File: config.mk
export PLATFORM = sky130hd
export DESIGN_NAME = projectile_drag_gravity_step_unit_flat
export DESIGN_NICKNAME = d
export VERILOG_FILES = /design/src/pdg_pkg.sv /design/src/pdg_ifs.sv /design/src/projectile_drag_gravity_step_unit.sv /design/src/pdg_smul.sv /design/src/pdg_isqrt.sv /design/src/flat_wrapper.sv
export SDC_FILE = /design/constraint.sdc
export NUM_CORES = 2
export LEC_CHECK = 0
export ABC_AREA = 1
export BUFFER_PORTS_ARGS = -buffer_cell sky130_fd_sc_hd__buf_2
export CAP_MARGIN = 20
export CORE_ASPECT_RATIO = 2
export CORE_MARGIN = 1.5
export CORE_UTILIZATION = 55
export DETAILED_ROUTE_END_ITERATION = 12
export HOLD_SLACK_MARGIN = 0.12
export PLACE_DENSITY = 0.76
export SLEW_MARGIN = 20
export SYNTH_ARGS = -nofsm -noshare
export SYNTH_HDL_FRONTEND = slang
export SYNTH_SLANG_ARGS = --single-unit
File: constraint.sdc
create_clock -name clk -period 7 [get_ports clk]
set_input_delay 1.05 -clock clk [delete_from_list [all_inputs] [get_ports clk]]
set_output_delay 1.05 -clock clk [all_outputs]
set_load 0.05 [all_outputs]
File: src/pdg_pkg.sv
// Shared widths and constants for the projectile drag/gravity step unit.
// No dependencies.
`timescale 1ns / 1ps

package pdg_pkg;

	localparam int unsigned VEL_W  = 32;
	localparam int unsigned POS_W  = 48;
	localparam int unsigned DT_W   = 16;
	localparam int unsigned DRAG_W = 24;

	localparam int unsigned MUL_A_W = 48;
	localparam int unsigned MUL_B_W = 32;
	localparam int unsigned MUL_P_W = MUL_A_W + MUL_B_W;
	localparam int unsigned MUL_STEPS = MUL_B_W;

	localparam int unsigned ROOT_IN_W = 64;
	localparam int unsigned ROOT_W    = 32;
	localparam int unsigned ROOT_STEPS = ROOT_IN_W / 2;

	localparam int unsigned GDT_W = 20;

	localparam logic [DRAG_W-1:0] DRAG_RESET  = DRAG_W'(16777);
	localparam logic [GDT_W-1:0]  GRAVITY_Q16 = GDT_W'(642908);

	localparam logic [VEL_W-1:0] VEL_MAX = {1'b0, {(VEL_W-1){1'b1}}};
	localparam logic [VEL_W-1:0] VEL_MIN = {1'b1, {(VEL_W-1){1'b0}}};
	localparam logic [POS_W-1:0] POS_MAX = {1'b0, {(POS_W-1){1'b1}}};
	localparam logic [POS_W-1:0] POS_MIN = {1'b1, {(POS_W-1){1'b0}}};

endpackage

File: src/pdg_ifs.sv
// Handshake channels of the projectile step unit: item in, result out, config write.
// Depends on pdg_pkg.
`timescale 1ns / 1ps

interface pdg_item_if;
	logic                                   valid;
	logic                                   ready;
	logic                                   cmd;
	logic        [pdg_pkg::DT_W-1:0]        time_step;
	logic signed [pdg_pkg::VEL_W-1:0]       launch_vel_x;
	logic signed [pdg_pkg::VEL_W-1:0]       launch_vel_y;
	logic signed [pdg_pkg::VEL_W-1:0]       launch_vel_z;
	logic signed [pdg_pkg::POS_W-1:0]       launch_pos_x;
	logic signed [pdg_pkg::POS_W-1:0]       launch_pos_y;
	logic signed [pdg_pkg::POS_W-1:0]       launch_pos_z;

	modport source(output valid, cmd, time_step, launch_vel_x, launch_vel_y, launch_vel_z,
		launch_pos_x, launch_pos_y, launch_pos_z, input ready);
	modport sink(input valid, cmd, time_step, launch_vel_x, launch_vel_y, launch_vel_z,
		launch_pos_x, launch_pos_y, launch_pos_z, output ready);
endinterface

interface pdg_result_if;
	logic                             valid;
	logic                             ready;
	logic signed [pdg_pkg::VEL_W-1:0] vel_x;
	logic signed [pdg_pkg::VEL_W-1:0] vel_y;
	logic signed [pdg_pkg::VEL_W-1:0] vel_z;
	logic signed [pdg_pkg::POS_W-1:0] pos_x;
	logic signed [pdg_pkg::POS_W-1:0] pos_y;
	logic signed [pdg_pkg::POS_W-1:0] pos_z;
	logic                             saturated;

	modport source(output valid, vel_x, vel_y, vel_z, pos_x, pos_y, pos_z, saturated,
		input ready);
	modport sink(input valid, vel_x, vel_y, vel_z, pos_x, pos_y, pos_z, saturated,
		output ready);
endinterface

interface pdg_cfg_if;
	logic                              valid;
	logic                              ready;
	logic [pdg_pkg::DRAG_W-1:0]        drag_coefficient;

	modport source(output valid, drag_coefficient, input ready);
	modport sink(input valid, drag_coefficient, output ready);
endinterface

File: src/projectile_drag_gravity_step_unit.sv
// Top level: projectile state, step sequencer, shared multiplier and square root.
// Depends on pdg_pkg, pdg_ifs, pdg_smul, pdg_isqrt.
`timescale 1ns / 1ps

// Holds a projectile's velocity (Q16.16) and position (Q32.16) and returns the
// updated state for every item. A launch item loads the state and goes to ST_DONE,
// which registers its result once the output register is free. A step item runs
// twelve passes of the shared shift-add multiplier (three squares, the drag
// factor in two products, g*dt, three drag losses, three position deltas) plus
// one square root, then ST_DONE loads the output register. One item is in work at
// a time; a new item is accepted once the result sits in the output register.
// While the output register still holds an untaken result, the finished item waits
// and the input stays stalled. The drag coefficient may be written at any idle
// moment.

module projectile_drag_gravity_step_unit (
	input  logic               clk,
	input  logic               arst_n,
	pdg_item_if.sink           item,
	pdg_result_if.source       result,
	pdg_cfg_if.sink            cfg
);

	localparam int unsigned VW = pdg_pkg::VEL_W;
	localparam int unsigned PW = pdg_pkg::POS_W;
	localparam int unsigned NV_W = pdg_pkg::MUL_A_W + 2;
	localparam int unsigned SP_W = VW + pdg_pkg::DT_W + 2;
	localparam int unsigned DL_W = SP_W - 17;

	typedef enum logic [3:0] {
		ST_IDLE,
		ST_SQ,
		ST_ROOT,
		ST_DRAG,
		ST_DT,
		ST_GRAV,
		ST_LOSS,
		ST_POS,
		ST_DONE
	} state_t;

	state_t state_q;

	logic [VW-1:0]                     vel_q   [3];
	logic [VW-1:0]                     vnew_q  [3];
	logic [PW-1:0]                     pos_q   [3];
	logic [VW-1:0]                     res_vel_q [3];
	logic [PW-1:0]                     res_pos_q [3];
	logic                              res_sat_q;
	logic                              out_valid_q;
	logic [pdg_pkg::DRAG_W-1:0]        drag_q;
	logic [pdg_pkg::DT_W-1:0]          dt_q;
	logic [pdg_pkg::ROOT_IN_W-1:0]     sumsq_q;
	logic [pdg_pkg::MUL_A_W-1:0]       k_q;
	logic [pdg_pkg::GDT_W-1:0]         gdt_q;
	logic [1:0]                        idx_q;
	logic                              sat_q;
	logic                              vneg_q;
	logic                              go_q;
	logic                              rgo_q;
	logic [pdg_pkg::MUL_A_W-1:0]       op_a_q;
	logic [pdg_pkg::MUL_B_W-1:0]       op_b_q;

	logic                              mul_done;
	logic [pdg_pkg::MUL_P_W-1:0]       mul_p;
	logic                              root_done;
	logic [pdg_pkg::ROOT_W-1:0]        root;

	logic [VW-1:0]                     vel_sel;
	logic [VW-1:0]                     mag_next;
	logic [VW:0]                       vsum;
	logic [VW:0]                       vsum_mag;
	logic [NV_W-1:0]                   nv;
	logic [NV_W-1:0]                   lossx;
	logic [NV_W-1:0]                   gdtx;
	logic                              vclip;
	logic [VW-1:0]                     vval;
	logic [SP_W-1:0]                   pm;
	logic [SP_W-1:0]                   sp;
	logic [DL_W-1:0]                   delta;
	logic [PW:0]                       psum;
	logic                              pclip;
	logic [PW-1:0]                     pval;

	pdg_smul u_smul (
		.clk    (clk),
		.arst_n (arst_n),
		.start  (go_q),
		.a      (op_a_q),
		.b      (op_b_q),
		.done   (mul_done),
		.p      (mul_p)
	);

	pdg_isqrt u_isqrt (
		.clk    (clk),
		.arst_n (arst_n),
		.start  (rgo_q),
		.x      (sumsq_q),
		.done   (root_done),
		.root   (root)
	);

	// next component to issue: head before a rotation, second slot on a rotating edge
	assign vel_sel  = (state_q == ST_SQ || state_q == ST_LOSS) ? vel_q[1] : vel_q[0];
	assign mag_next = vel_sel[VW-1] ? (VW'(0) - vel_sel) : vel_sel;

	assign vsum     = {vel_q[1][VW-1], vel_q[1]} + {vnew_q[1][VW-1], vnew_q[1]};
	assign vsum_mag = vsum[VW] ? ((VW+1)'(0) - vsum) : vsum;

	// drag loss on the head component, and gravity when the head is z (idx_q == 2)
	always_comb begin
		lossx = {2'b00, mul_p[pdg_pkg::MUL_P_W-1:pdg_pkg::MUL_B_W]};
		gdtx  = (idx_q == 2'd2) ? NV_W'(gdt_q) : '0;
		if (vel_q[0][VW-1]) begin
			nv = {{(NV_W-VW){1'b1}}, vel_q[0]} + lossx - gdtx;
		end else begin
			nv = {{(NV_W-VW){1'b0}}, vel_q[0]} - lossx - gdtx;
		end
		vclip = !((&nv[NV_W-1:VW-1]) || !(|nv[NV_W-1:VW-1]));
		vval  = vclip ? (nv[NV_W-1] ? pdg_pkg::VEL_MIN : pdg_pkg::VEL_MAX) : nv[VW-1:0];
	end

	// position delta, floor of (v_old + v_new) * dt / 2^17
	always_comb begin
		pm    = {1'b0, mul_p[SP_W-2:0]};
		sp    = vneg_q ? (SP_W'(0) - pm) : pm;
		delta = sp[SP_W-1:17];
		psum  = {pos_q[0][PW-1], pos_q[0]} + {{(PW+1-DL_W){delta[DL_W-1]}}, delta};
		pclip = psum[PW] ^ psum[PW-1];
		pval  = pclip ? (psum[PW] ? pdg_pkg::POS_MIN : pdg_pkg::POS_MAX) : psum[PW-1:0];
	end

	assign item.ready       = (state_q == ST_IDLE);
	assign cfg.ready        = 1'b1;
	assign result.valid     = out_valid_q;
	assign result.vel_x     = res_vel_q[0];
	assign result.vel_y     = res_vel_q[1];
	assign result.vel_z     = res_vel_q[2];
	assign result.pos_x     = res_pos_q[0];
	assign result.pos_y     = res_pos_q[1];
	assign result.pos_z     = res_pos_q[2];
	assign result.saturated = res_sat_q;

	always_ff @(posedge clk or negedge arst_n) begin
		if (!arst_n) begin
			state_q     <= ST_IDLE;
			vel_q       <= '{default: '0};
			vnew_q      <= '{default: '0};
			pos_q       <= '{default: '0};
			res_vel_q   <= '{default: '0};
			res_pos_q   <= '{default: '0};
			res_sat_q   <= 1'b0;
			out_valid_q <= 1'b0;
			drag_q      <= pdg_pkg::DRAG_RESET;
			dt_q        <= '0;
			sumsq_q     <= '0;
			k_q         <= '0;
			gdt_q       <= '0;
			idx_q       <= '0;
			sat_q       <= 1'b0;
			vneg_q      <= 1'b0;
			go_q        <= 1'b0;
			rgo_q       <= 1'b0;
			op_a_q      <= '0;
			op_b_q      <= '0;
		end else begin
			go_q  <= 1'b0;
			rgo_q <= 1'b0;
			if (cfg.valid) begin
				drag_q <= cfg.drag_coefficient;
			end
			if (result.ready) begin
				out_valid_q <= 1'b0;
			end
			unique case (state_q)
				ST_IDLE: begin
					if (item.valid) begin
						sat_q <= 1'b0;
						if (item.cmd) begin
							vel_q[0] <= item.launch_vel_x;
							vel_q[1] <= item.launch_vel_y;
							vel_q[2] <= item.launch_vel_z;
							pos_q[0] <= item.launch_pos_x;
							pos_q[1] <= item.launch_pos_y;
							pos_q[2] <= item.launch_pos_z;
							state_q  <= ST_DONE;
						end else begin
							dt_q    <= item.time_step;
							sumsq_q <= '0;
							idx_q   <= '0;
							op_a_q  <= pdg_pkg::MUL_A_W'(mag_next);
							op_b_q  <= mag_next;
							go_q    <= 1'b1;
							state_q <= ST_SQ;
						end
					end
				end
				ST_SQ: begin
					if (mul_done) begin
						sumsq_q  <= sumsq_q + mul_p[pdg_pkg::ROOT_IN_W-1:0];
						vel_q[0] <= vel_q[1];
						vel_q[1] <= vel_q[2];
						vel_q[2] <= vel_q[0];
						if (idx_q == 2'd2) begin
							rgo_q   <= 1'b1;
							state_q <= ST_ROOT;
						end else begin
							idx_q  <= idx_q + 1'b1;
							op_a_q <= pdg_pkg::MUL_A_W'(mag_next);
							op_b_q <= mag_next;
							go_q   <= 1'b1;
						end
					end
				end
				ST_ROOT: begin
					if (root_done) begin
						op_a_q  <= pdg_pkg::MUL_A_W'(root);
						op_b_q  <= pdg_pkg::MUL_B_W'(drag_q);
						go_q    <= 1'b1;
						state_q <= ST_DRAG;
					end
				end
				ST_DRAG: begin
					if (mul_done) begin
						op_a_q  <= mul_p[pdg_pkg::MUL_A_W+7:8];
						op_b_q  <= pdg_pkg::MUL_B_W'(dt_q);
						go_q    <= 1'b1;
						state_q <= ST_DT;
					end
				end
				ST_DT: begin
					if (mul_done) begin
						k_q     <= mul_p[pdg_pkg::MUL_A_W+15:16];
						op_a_q  <= pdg_pkg::MUL_A_W'(pdg_pkg::GRAVITY_Q16);
						op_b_q  <= pdg_pkg::MUL_B_W'(dt_q);
						go_q    <= 1'b1;
						state_q <= ST_GRAV;
					end
				end
				ST_GRAV: begin
					if (mul_done) begin
						gdt_q   <= mul_p[pdg_pkg::GDT_W+15:16];
						idx_q   <= '0;
						op_a_q  <= k_q;
						op_b_q  <= mag_next;
						go_q    <= 1'b1;
						state_q <= ST_LOSS;
					end
				end
				ST_LOSS: begin
					if (mul_done) begin
						vnew_q[0] <= vnew_q[1];
						vnew_q[1] <= vnew_q[2];
						vnew_q[2] <= vval;
						vel_q[0]  <= vel_q[1];
						vel_q[1]  <= vel_q[2];
						vel_q[2]  <= vel_q[0];
						sat_q     <= sat_q | vclip;
						go_q      <= 1'b1;
						if (idx_q == 2'd2) begin
							idx_q   <= '0;
							op_a_q  <= pdg_pkg::MUL_A_W'(vsum_mag);
							op_b_q  <= pdg_pkg::MUL_B_W'(dt_q);
							vneg_q  <= vsum[VW];
							state_q <= ST_POS;
						end else begin
							idx_q  <= idx_q + 1'b1;
							op_a_q <= k_q;
							op_b_q <= mag_next;
						end
					end
				end
				ST_POS: begin
					if (mul_done) begin
						pos_q[0]  <= pos_q[1];
						pos_q[1]  <= pos_q[2];
						pos_q[2]  <= pval;
						vel_q[0]  <= vel_q[1];
						vel_q[1]  <= vel_q[2];
						vel_q[2]  <= vnew_q[0];
						vnew_q[0] <= vnew_q[1];
						vnew_q[1] <= vnew_q[2];
						vnew_q[2] <= vnew_q[0];
						sat_q     <= sat_q | pclip;
						if (idx_q == 2'd2) begin
							state_q <= ST_DONE;
						end else begin
							idx_q  <= idx_q + 1'b1;
							op_a_q <= pdg_pkg::MUL_A_W'(vsum_mag);
							op_b_q <= pdg_pkg::MUL_B_W'(dt_q);
							vneg_q <= vsum[VW];
							go_q   <= 1'b1;
						end
					end
				end
				ST_DONE: begin
					if (!out_valid_q || result.ready) begin
						res_vel_q   <= vel_q;
						res_pos_q   <= pos_q;
						res_sat_q   <= sat_q;
						out_valid_q <= 1'b1;
						state_q     <= ST_IDLE;
					end
				end
				default: begin
					state_q <= ST_IDLE;
				end
			endcase
		end
	end

endmodule

File: src/pdg_smul.sv
// Shift-add multiplier, one multiplier bit per cycle, unsigned 48 x 32.
// Depends on pdg_pkg.
`timescale 1ns / 1ps

module pdg_smul (
	input  logic                          clk,
	input  logic                          arst_n,
	input  logic                          start,
	input  logic [pdg_pkg::MUL_A_W-1:0]   a,
	input  logic [pdg_pkg::MUL_B_W-1:0]   b,
	output logic                          done,
	output logic [pdg_pkg::MUL_P_W-1:0]   p
);

	localparam int unsigned CNT_W = $clog2(pdg_pkg::MUL_STEPS);

	logic [pdg_pkg::MUL_A_W-1:0] a_q;
	logic [pdg_pkg::MUL_B_W-1:0] b_q;
	logic [pdg_pkg::MUL_A_W-1:0] hi_q;
	logic [pdg_pkg::MUL_B_W-1:0] lo_q;
	logic [CNT_W-1:0]            cnt_q;
	logic                        run_q;
	logic                        done_q;
	logic [pdg_pkg::MUL_A_W:0]   sum;

	assign sum  = {1'b0, hi_q} + (b_q[0] ? {1'b0, a_q} : '0);
	assign p    = {hi_q, lo_q};
	assign done = done_q;

	always_ff @(posedge clk or negedge arst_n) begin
		if (!arst_n) begin
			a_q    <= '0;
			b_q    <= '0;
			hi_q   <= '0;
			lo_q   <= '0;
			cnt_q  <= '0;
			run_q  <= 1'b0;
			done_q <= 1'b0;
		end else begin
			done_q <= 1'b0;
			if (start) begin
				a_q   <= a;
				b_q   <= b;
				hi_q  <= '0;
				cnt_q <= '0;
				run_q <= 1'b1;
			end else if (run_q) begin
				hi_q  <= sum[pdg_pkg::MUL_A_W:1];
				lo_q  <= {sum[0], lo_q[pdg_pkg::MUL_B_W-1:1]};
				b_q   <= b_q >> 1;
				cnt_q <= cnt_q + 1'b1;
				if (cnt_q == CNT_W'(pdg_pkg::MUL_STEPS - 1)) begin
					run_q  <= 1'b0;
					done_q <= 1'b1;
				end
			end
		end
	end

endmodule

File: src/pdg_isqrt.sv
// Integer square root of a 64-bit value, one root bit per cycle.
// Depends on pdg_pkg.
`timescale 1ns / 1ps

module pdg_isqrt (
	input  logic                            clk,
	input  logic                            arst_n,
	input  logic                            start,
	input  logic [pdg_pkg::ROOT_IN_W-1:0]   x,
	output logic                            done,
	output logic [pdg_pkg::ROOT_W-1:0]      root
);

	localparam int unsigned CNT_W = $clog2(pdg_pkg::ROOT_STEPS);

	logic [pdg_pkg::ROOT_IN_W-1:0] x_q;
	logic [pdg_pkg::ROOT_IN_W-1:0] r_q;
	logic [pdg_pkg::ROOT_IN_W-1:0] bit_q;
	logic [pdg_pkg::ROOT_IN_W-1:0] trial;
	logic [CNT_W-1:0]              cnt_q;
	logic                          run_q;
	logic                          done_q;

	assign trial = r_q + bit_q;
	assign done  = done_q;
	assign root  = r_q[pdg_pkg::ROOT_W-1:0];

	always_ff @(posedge clk or negedge arst_n) begin
		if (!arst_n) begin
			x_q    <= '0;
			r_q    <= '0;
			bit_q  <= '0;
			cnt_q  <= '0;
			run_q  <= 1'b0;
			done_q <= 1'b0;
		end else begin
			done_q <= 1'b0;
			if (start) begin
				x_q   <= x;
				r_q   <= '0;
				bit_q <= {2'b01, {(pdg_pkg::ROOT_IN_W-2){1'b0}}};
				cnt_q <= '0;
				run_q <= 1'b1;
			end else if (run_q) begin
				if (x_q >= trial) begin
					x_q <= x_q - trial;
					r_q <= (r_q >> 1) + bit_q;
				end else begin
					r_q <= r_q >> 1;
				end
				bit_q <= bit_q >> 2;
				cnt_q <= cnt_q + 1'b1;
				if (cnt_q == CNT_W'(pdg_pkg::ROOT_STEPS - 1)) begin
					run_q  <= 1'b0;
					done_q <= 1'b1;
				end
			end
		end
	end

endmodule

File: src/flat_wrapper.sv
// flat-port wrapper written by rule: the top's interface ports become plain ports
module projectile_drag_gravity_step_unit_flat 
  (clk, arst_n, item_valid, item_cmd, item_time_step, item_launch_vel_x, item_launch_vel_y, item_launch_vel_z, item_launch_pos_x, item_launch_pos_y, item_launch_pos_z, item_ready, result_valid, result_vel_x, result_vel_y, result_vel_z, result_pos_x, result_pos_y, result_pos_z, result_saturated, result_ready, cfg_valid, cfg_drag_coefficient, cfg_ready);
  pdg_item_if item_i ();
  pdg_result_if result_i ();
  pdg_cfg_if cfg_i ();
  input  logic clk;
  input  logic arst_n;
  input wire logic [$bits(item_i.valid)-1:0] item_valid;
  input wire logic [$bits(item_i.cmd)-1:0] item_cmd;
  input wire logic [$bits(item_i.time_step)-1:0] item_time_step;
  input wire logic [$bits(item_i.launch_vel_x)-1:0] item_launch_vel_x;
  input wire logic [$bits(item_i.launch_vel_y)-1:0] item_launch_vel_y;
  input wire logic [$bits(item_i.launch_vel_z)-1:0] item_launch_vel_z;
  input wire logic [$bits(item_i.launch_pos_x)-1:0] item_launch_pos_x;
  input wire logic [$bits(item_i.launch_pos_y)-1:0] item_launch_pos_y;
  input wire logic [$bits(item_i.launch_pos_z)-1:0] item_launch_pos_z;
  output wire logic [$bits(item_i.ready)-1:0] item_ready;
  output wire logic [$bits(result_i.valid)-1:0] result_valid;
  output wire logic [$bits(result_i.vel_x)-1:0] result_vel_x;
  output wire logic [$bits(result_i.vel_y)-1:0] result_vel_y;
  output wire logic [$bits(result_i.vel_z)-1:0] result_vel_z;
  output wire logic [$bits(result_i.pos_x)-1:0] result_pos_x;
  output wire logic [$bits(result_i.pos_y)-1:0] result_pos_y;
  output wire logic [$bits(result_i.pos_z)-1:0] result_pos_z;
  output wire logic [$bits(result_i.saturated)-1:0] result_saturated;
  input wire logic [$bits(result_i.ready)-1:0] result_ready;
  input wire logic [$bits(cfg_i.valid)-1:0] cfg_valid;
  input wire logic [$bits(cfg_i.drag_coefficient)-1:0] cfg_drag_coefficient;
  output wire logic [$bits(cfg_i.ready)-1:0] cfg_ready;
  assign item_i.valid = item_valid;
  assign item_i.cmd = item_cmd;
  assign item_i.time_step = item_time_step;
  assign item_i.launch_vel_x = item_launch_vel_x;
  assign item_i.launch_vel_y = item_launch_vel_y;
  assign item_i.launch_vel_z = item_launch_vel_z;
  assign item_i.launch_pos_x = item_launch_pos_x;
  assign item_i.launch_pos_y = item_launch_pos_y;
  assign item_i.launch_pos_z = item_launch_pos_z;
  assign item_ready = item_i.ready;
  assign result_valid = result_i.valid;
  assign result_vel_x = result_i.vel_x;
  assign result_vel_y = result_i.vel_y;
  assign result_vel_z = result_i.vel_z;
  assign result_pos_x = result_i.pos_x;
  assign result_pos_y = result_i.pos_y;
  assign result_pos_z = result_i.pos_z;
  assign result_saturated = result_i.saturated;
  assign result_i.ready = result_ready;
  assign cfg_i.valid = cfg_valid;
  assign cfg_i.drag_coefficient = cfg_drag_coefficient;
  assign cfg_ready = cfg_i.ready;
  projectile_drag_gravity_step_unit u_core (.clk(clk), .arst_n(arst_n), .item(item_i), .result(result_i), .cfg(cfg_i));
endmodule
==> metrics.md, run 1 <==
| Metric | Value |
|---|---|
| Status | `did not finish` |
| Last stage | `5_1_grt` |
| Error Message | `[ERROR GRT-0116] Global routing finished with congestion. Check the congestion regions in the DRC Viewer.` |
| Hold_buf cts | `0` |
| Sink Count | `between 1000 and 1500` |
| Initial core utilization | `0.5530` |
| Setup Buffers After CTS | `0` |
| Largest net degree at the start of global routing | `259` |
| DIE WIDTH | `approximately 270 um` |
| RePlAce Congestion | `1.148` |
| Post-synth top cells | `nand2_1 (3199), inv_1 (1483), o21ai_0 (1193)` |
| Post-synth top area cell | `dfrtp_1` |
| Syn Nets | `12263` |
| Chip Height | `546.0 um` |
| Post_cts resized | `0` |
| Grt ovf | `between 70 and 80` |
| Number of global-route vias before repair | `94198` |
| Row cnt | `between 150 and 200` |
| CTS Root Cell | `clkbuf_16` |
| Area contributors post-synth | `dfrtp_1 (36%), nand2_1 (15%), o21ai_0 (7.4%)` |
| I/O pin cnt | `530` |
| Pre-CTS setup slack | `around 0.21 ns` |
| Mapped Avg Cell Area | `7.039 um2` |
| Post-synth EDFFs | `0` |
| GRT Total Usage | `0.6001` |
| Cell Area, Synth | `81090 um2` |
| Placed cell areas | `slightly below 90000 um2` |
| Yosys cell types | `67` |
| Syn Inst Count | `between 10000 and 15000` |
| Total CTS buffers | `106` |
| Placed wire-length estimate | `315.9 mm` |
| Count leader, synth | `nand2_1` |
| Sequential fraction of the synthesis area | `0.3624` |
| Synth Flop Type | `dfrtp_1` |
| Global-route wire length before repair | `656.3 mm` |
| Async S/R FF share, synth | `1.000` |
| PortBufs | `528` |
| Share of the synthesized area in the top cell type | `0.3607` |
| Maximum root-to-sink buffer count | `3` |
| Seq cells post-synth | `1174` |
| H-Tree Level Count | `3` |
| Yosys warning count | `0` |
-- kinds of logic after synthesis --
group	count (synthesis)	synth area share
AND/OR/NAND/NOR	4820	0.2384
AO/OA/AOI/OAI	2787	0.1975
buffers and inverters	1934	0.09051
flip-flops	1174	0.3624
adder cells (fa/ha/maj)	457	0.07301
XOR/XNOR	321	0.03467
multiplexers	26	0.003580
other	1	0.00004624
-- layer usage --
metal | overflow | GRT usage
met5 | 0 | 0.04572
met1 | 0 | 0.5656
met2 | 52 | 0.8804
met3 | 1 | 0.3014
met4 | 22 | 0.6712
-- metrics by stage --
stage | std cells | utilization
2_1_floorplan | 11520 | -
3_3_place_gp | 13832 | 0.5926
3_5_place_dp | 13832 | 0.5927
4_1_cts | 14027 | 0.6175
==> run 2, diff against run 1 <==
- CORE_ASPECT_RATIO: 2 -> default
- CORE_UTILIZATION: 55 -> 40
- HOLD_SLACK_MARGIN: 0.12 -> default
- PLACE_DENSITY: 0.76 -> default
- PLACE_DENSITY_LB_ADDON: default -> 0.15
==> metrics.md, run 2 <==
| Metric | Value |
|---|---|
| Layout Nets | `about 13000` |
| Post-synth top cells | `nand2_1 (3199), inv_1 (1483), o21ai_0 (1193)` |
| RSZ-0062 raised after global routing | `false` |
| Global-route wire length before repair | `527.1 mm` |
| Area contributors post-synth | `dfrtp_1 (36%), nand2_1 (15%), o21ai_0 (7.4%)` |
| Async S/R FF share, synth | `1.000` |
| Post-synth top area cell | `dfrtp_1` |
| Max reg flops | `144` |
| Grt ovf | `0` |
| Share of layout cells above drive strength 1 | `0.09495` |
| Worst skew pair latency | `0.83 ns` |
| Row cnt | `about 170` |
| Status | `complete, no violations` |
| Drt drc | `0` |
| Slew HR | `0.2210` |
| Pre-antenna DRT Iters | `6` |
| Sequential fraction of the synthesis area | `0.3624` |
| Comb power frac | `0.617` |
| Maximum root-to-sink buffer count | `3` |
| FMAX | `156.5 MHz` |
| Vias | `82154` |
| Setup TNS | `0 ns` |
| Post-synth EDFFs | `0` |
| LEAKAGE | `about 46 nW` |
| Syn Nets | `12263` |
| I/O pin cnt | `530` |
| Placed wire-length estimate | `290.5 mm` |
| Initial core utilization | `0.4016` |
| Critical path class | `register to register` |
| Worst Setup Start Kind | `register` |
| Max-cap violations | `0` |
| Post-DRT Antenna Nets | `0` |
| CORE AREA | `201900 um2` |
| Max Slew Vio Count | `0` |
| Clock tree from TritonCTS | `yes` |
| Final WL | `363.5 mm` |
| Most frequent cells in the layout | `nand2_1 (3198), inv_1 (1478), o21ai_0 (1191), dfrtp_1 (1168), nor2_1 (949)` |
| Synth Flop Type | `dfrtp_1` |
| Clock Power Share | `0.161` |
| Sink Count | `1174` |
| Util after Layout | `0.4564` |
| Min cycle time layout | `roughly 6.4 ns` |
| Commonest non-fill, non-tap cell in the layout | `nand2_1` |
| Final clock skew | `~0.066 ns` |
| CTS Root Cell | `clkbuf_16` |
| DR iter-0 viols | `7961` |
| Cell Area, Synth | `81090 um2` |
| Sw Pwr | `27.23 mW` |
| Die area | `205400 um2` |
| Ratio of final minimum period to clock period | `0.9126` |
| Share of the synthesized area in the top cell type | `0.3607` |
| Number of global-route vias before repair | `78453` |
| PortBufs | `about 530` |
| H-Tree Level Count | `4` |
| CP endpoint kind | `register` |
| Clock slew at reported path FFs | `0.06 ns` |
| Reg2reg path depth | `27` |
| Largest regs | `u_core.pos_q x144, u_core.vel_q x96, u_core.vnew_q x96` |
| Area grow syn2layout | `13.63%` |
| Final setup fails | `0` |
| Int Power | `21.27 mW` |
| Count leader, synth | `nand2_1` |
| Mapped Avg Cell Area | `roughly 7.0 um2` |
| GRT Total Usage | `0.3458` |
| Seq cells post-synth | `1174` |
| Hold Fails Final Rpt | `0` |
| DIE WIDTH | `roughly 450 um` |
| Yosys cell types | `67` |
| Initial antenna violation count | `35` |
| Hold_buf cts | `0` |
| Via density | `5.555` |
| Cell Pwr Density | `526.2 nW/um2` |
| Peak VDD IR | `306.9 uV` |
| Chip Height | `~450 um` |
| Avg WL per Cell | `roughly 25 um` |
| Worst hold path class | `input port to asynchronous set/reset pin` |
| Worst Tran Pin Value | `1.156 ns` |
| Syn Inst Count | `11520` |
| CP required | `7.64 ns` |
| Critical Path AT | `7.03 ns` |
| RePlAce Congestion | `1.014` |
| Crit path max fanout | `37` |
| Most flop-heavy register | `u_core.pos_q` |
| Yosys warning count | `0` |
| Total CTS buffers | `144` |
| Sw Ratio | `0.5615` |
| Largest net degree at the start of global routing | `217` |
| Flop pwr share | `0.223` |
==> run 2: cell counts after synthesis <==
Identical to the previous run, type by type.
==> run 2: cell type report <==
class,instances,area [um2]
antenna,25,62.56
fill,20886,109800
tap,2672,3343
sequential,1174,29390
clock buffer,210,4164
inverter,1539,5784
clock inverter,53,716.9
multi-input combinational,8412,44500
timing repair buffer,703,4184
==> run 2: worst max-delay path: stages (launching register included) <==
cell and delay [ns]:
dfrtp_1 0.56, ha_1 0.43, nand2_1 0.10, o21ai_0 0.24
a21oi_1 0.12, o21ai_0 0.30, a21oi_1 0.18, o21bai_1 0.18
buf_4 0.22, nand3_1 0.09, nand2_1 0.13, a21oi_1 0.11
o21ai_0 0.37, a21oi_1 0.19, o21bai_1 0.27, xnor2_1 0.26
ha_1 0.38, a21oi_1 0.27, o21ai_0 0.16, o21bai_1 0.21
a21oi_1 0.19, o221a_2 0.23, nand3_2 0.11, nand2_1 0.10
nor2_1 0.06, inv_2 0.10, buf_4 0.41, o221ai_1 0.21
==> run 2: logic make-up after synthesis <==
| logic type | after synthesis | synth area share |
|---|---|---|
| xor gates and xnor gates | 321 | 0.03467 |
| AOI/OAI and AO/OA | 2787 | 0.1975 |
| muxes | 26 | 0.003580 |
| buffers and inverters | 1934 | 0.09051 |
| DFF | 1174 | 0.3624 |
| other | 1 | 0.00004624 |
| and+or+nand+nor | 4820 | 0.2384 |
| adders and majority gates | 457 | 0.07301 |
==> run 2: routing by layer <==
| metal | vias to the layer above | GRT usage | share of wire |
|---|---|---|---|
| met5 | - | 0 | 0.00018 |
| met4 | 8 | 0.1790 | 0.057 |
| met3 | 655 | 0.04543 | 0.062 |
| met2 | 3042 | 0.5520 | 0.46 |
| met1 | 39544 | 0.4570 | 0.42 |
| li1 | 38905 | - | - |
==> run 2: power by group through the flow <==
stage / logic (mW) / registers [mW] / clock network (mW)
after global placement: 29.2 / 10.8 / 0
after floorplan: 16.5 / 12.2 / 0
after CTS: 29.4 / 10.7 / 7.90
final: 29.9 / 10.8 / 7.79
after global routing: 32.2 / 11.0 / 8.18
after detailed placement: 29.3 / 10.8 / 0
==> run 2: final timing paths <==
kind,startpoint,to,slack (ns)
max,u_core.u_isqrt.r_q[8]$_DFFE_PN0P_,u_core.u_isqrt.x_q[19]$_DFFE_PN0P_,0.61
min,arst_n,u_core.u_isqrt.x_q[2]$_DFFE_PN0P_,0.25
max reg2reg,u_core.u_isqrt.r_q[8]$_DFFE_PN0P_,u_core.u_isqrt.x_q[19]$_DFFE_PN0P_,0.61
min reg2reg,u_core.op_a_q[5]$_DFFE_PN0P_,u_core.u_smul.a_q[5]$_DFFE_PN0P_,0.47
max in group asynchronous,arst_n,u_core.u_smul.hi_q[38]$_DFFE_PN0P_,5.24
min in group clk,cfg_drag_coefficient[4],u_core.drag_q[4]$_DFFE_PN0P_,0.46
==> run 2: what timing repair did <==
item,in CTS,in global routing
endpoints found under the setup margin,0,49
resized for setup,0,13
setup buffers,0,1
==> run 2: stage by stage <==
step                power, mW  hold slack, ns  worst slack, ns  cells  cell area [um2]
global placement        39.96          0.4547           0.5589  14499            87140
CTS                     48.04          0.2532           0.3850  14762            92030
detailed placement      40.10          0.4582           0.4201  14499            87140
global route            51.39          0.2825          0.04851  14782            92130
floorplan               28.67          0.4417            1.208  11520            81090
finish                  48.49          0.2468           0.6120  14788            92140
Power figures use the tool's default switching activity.
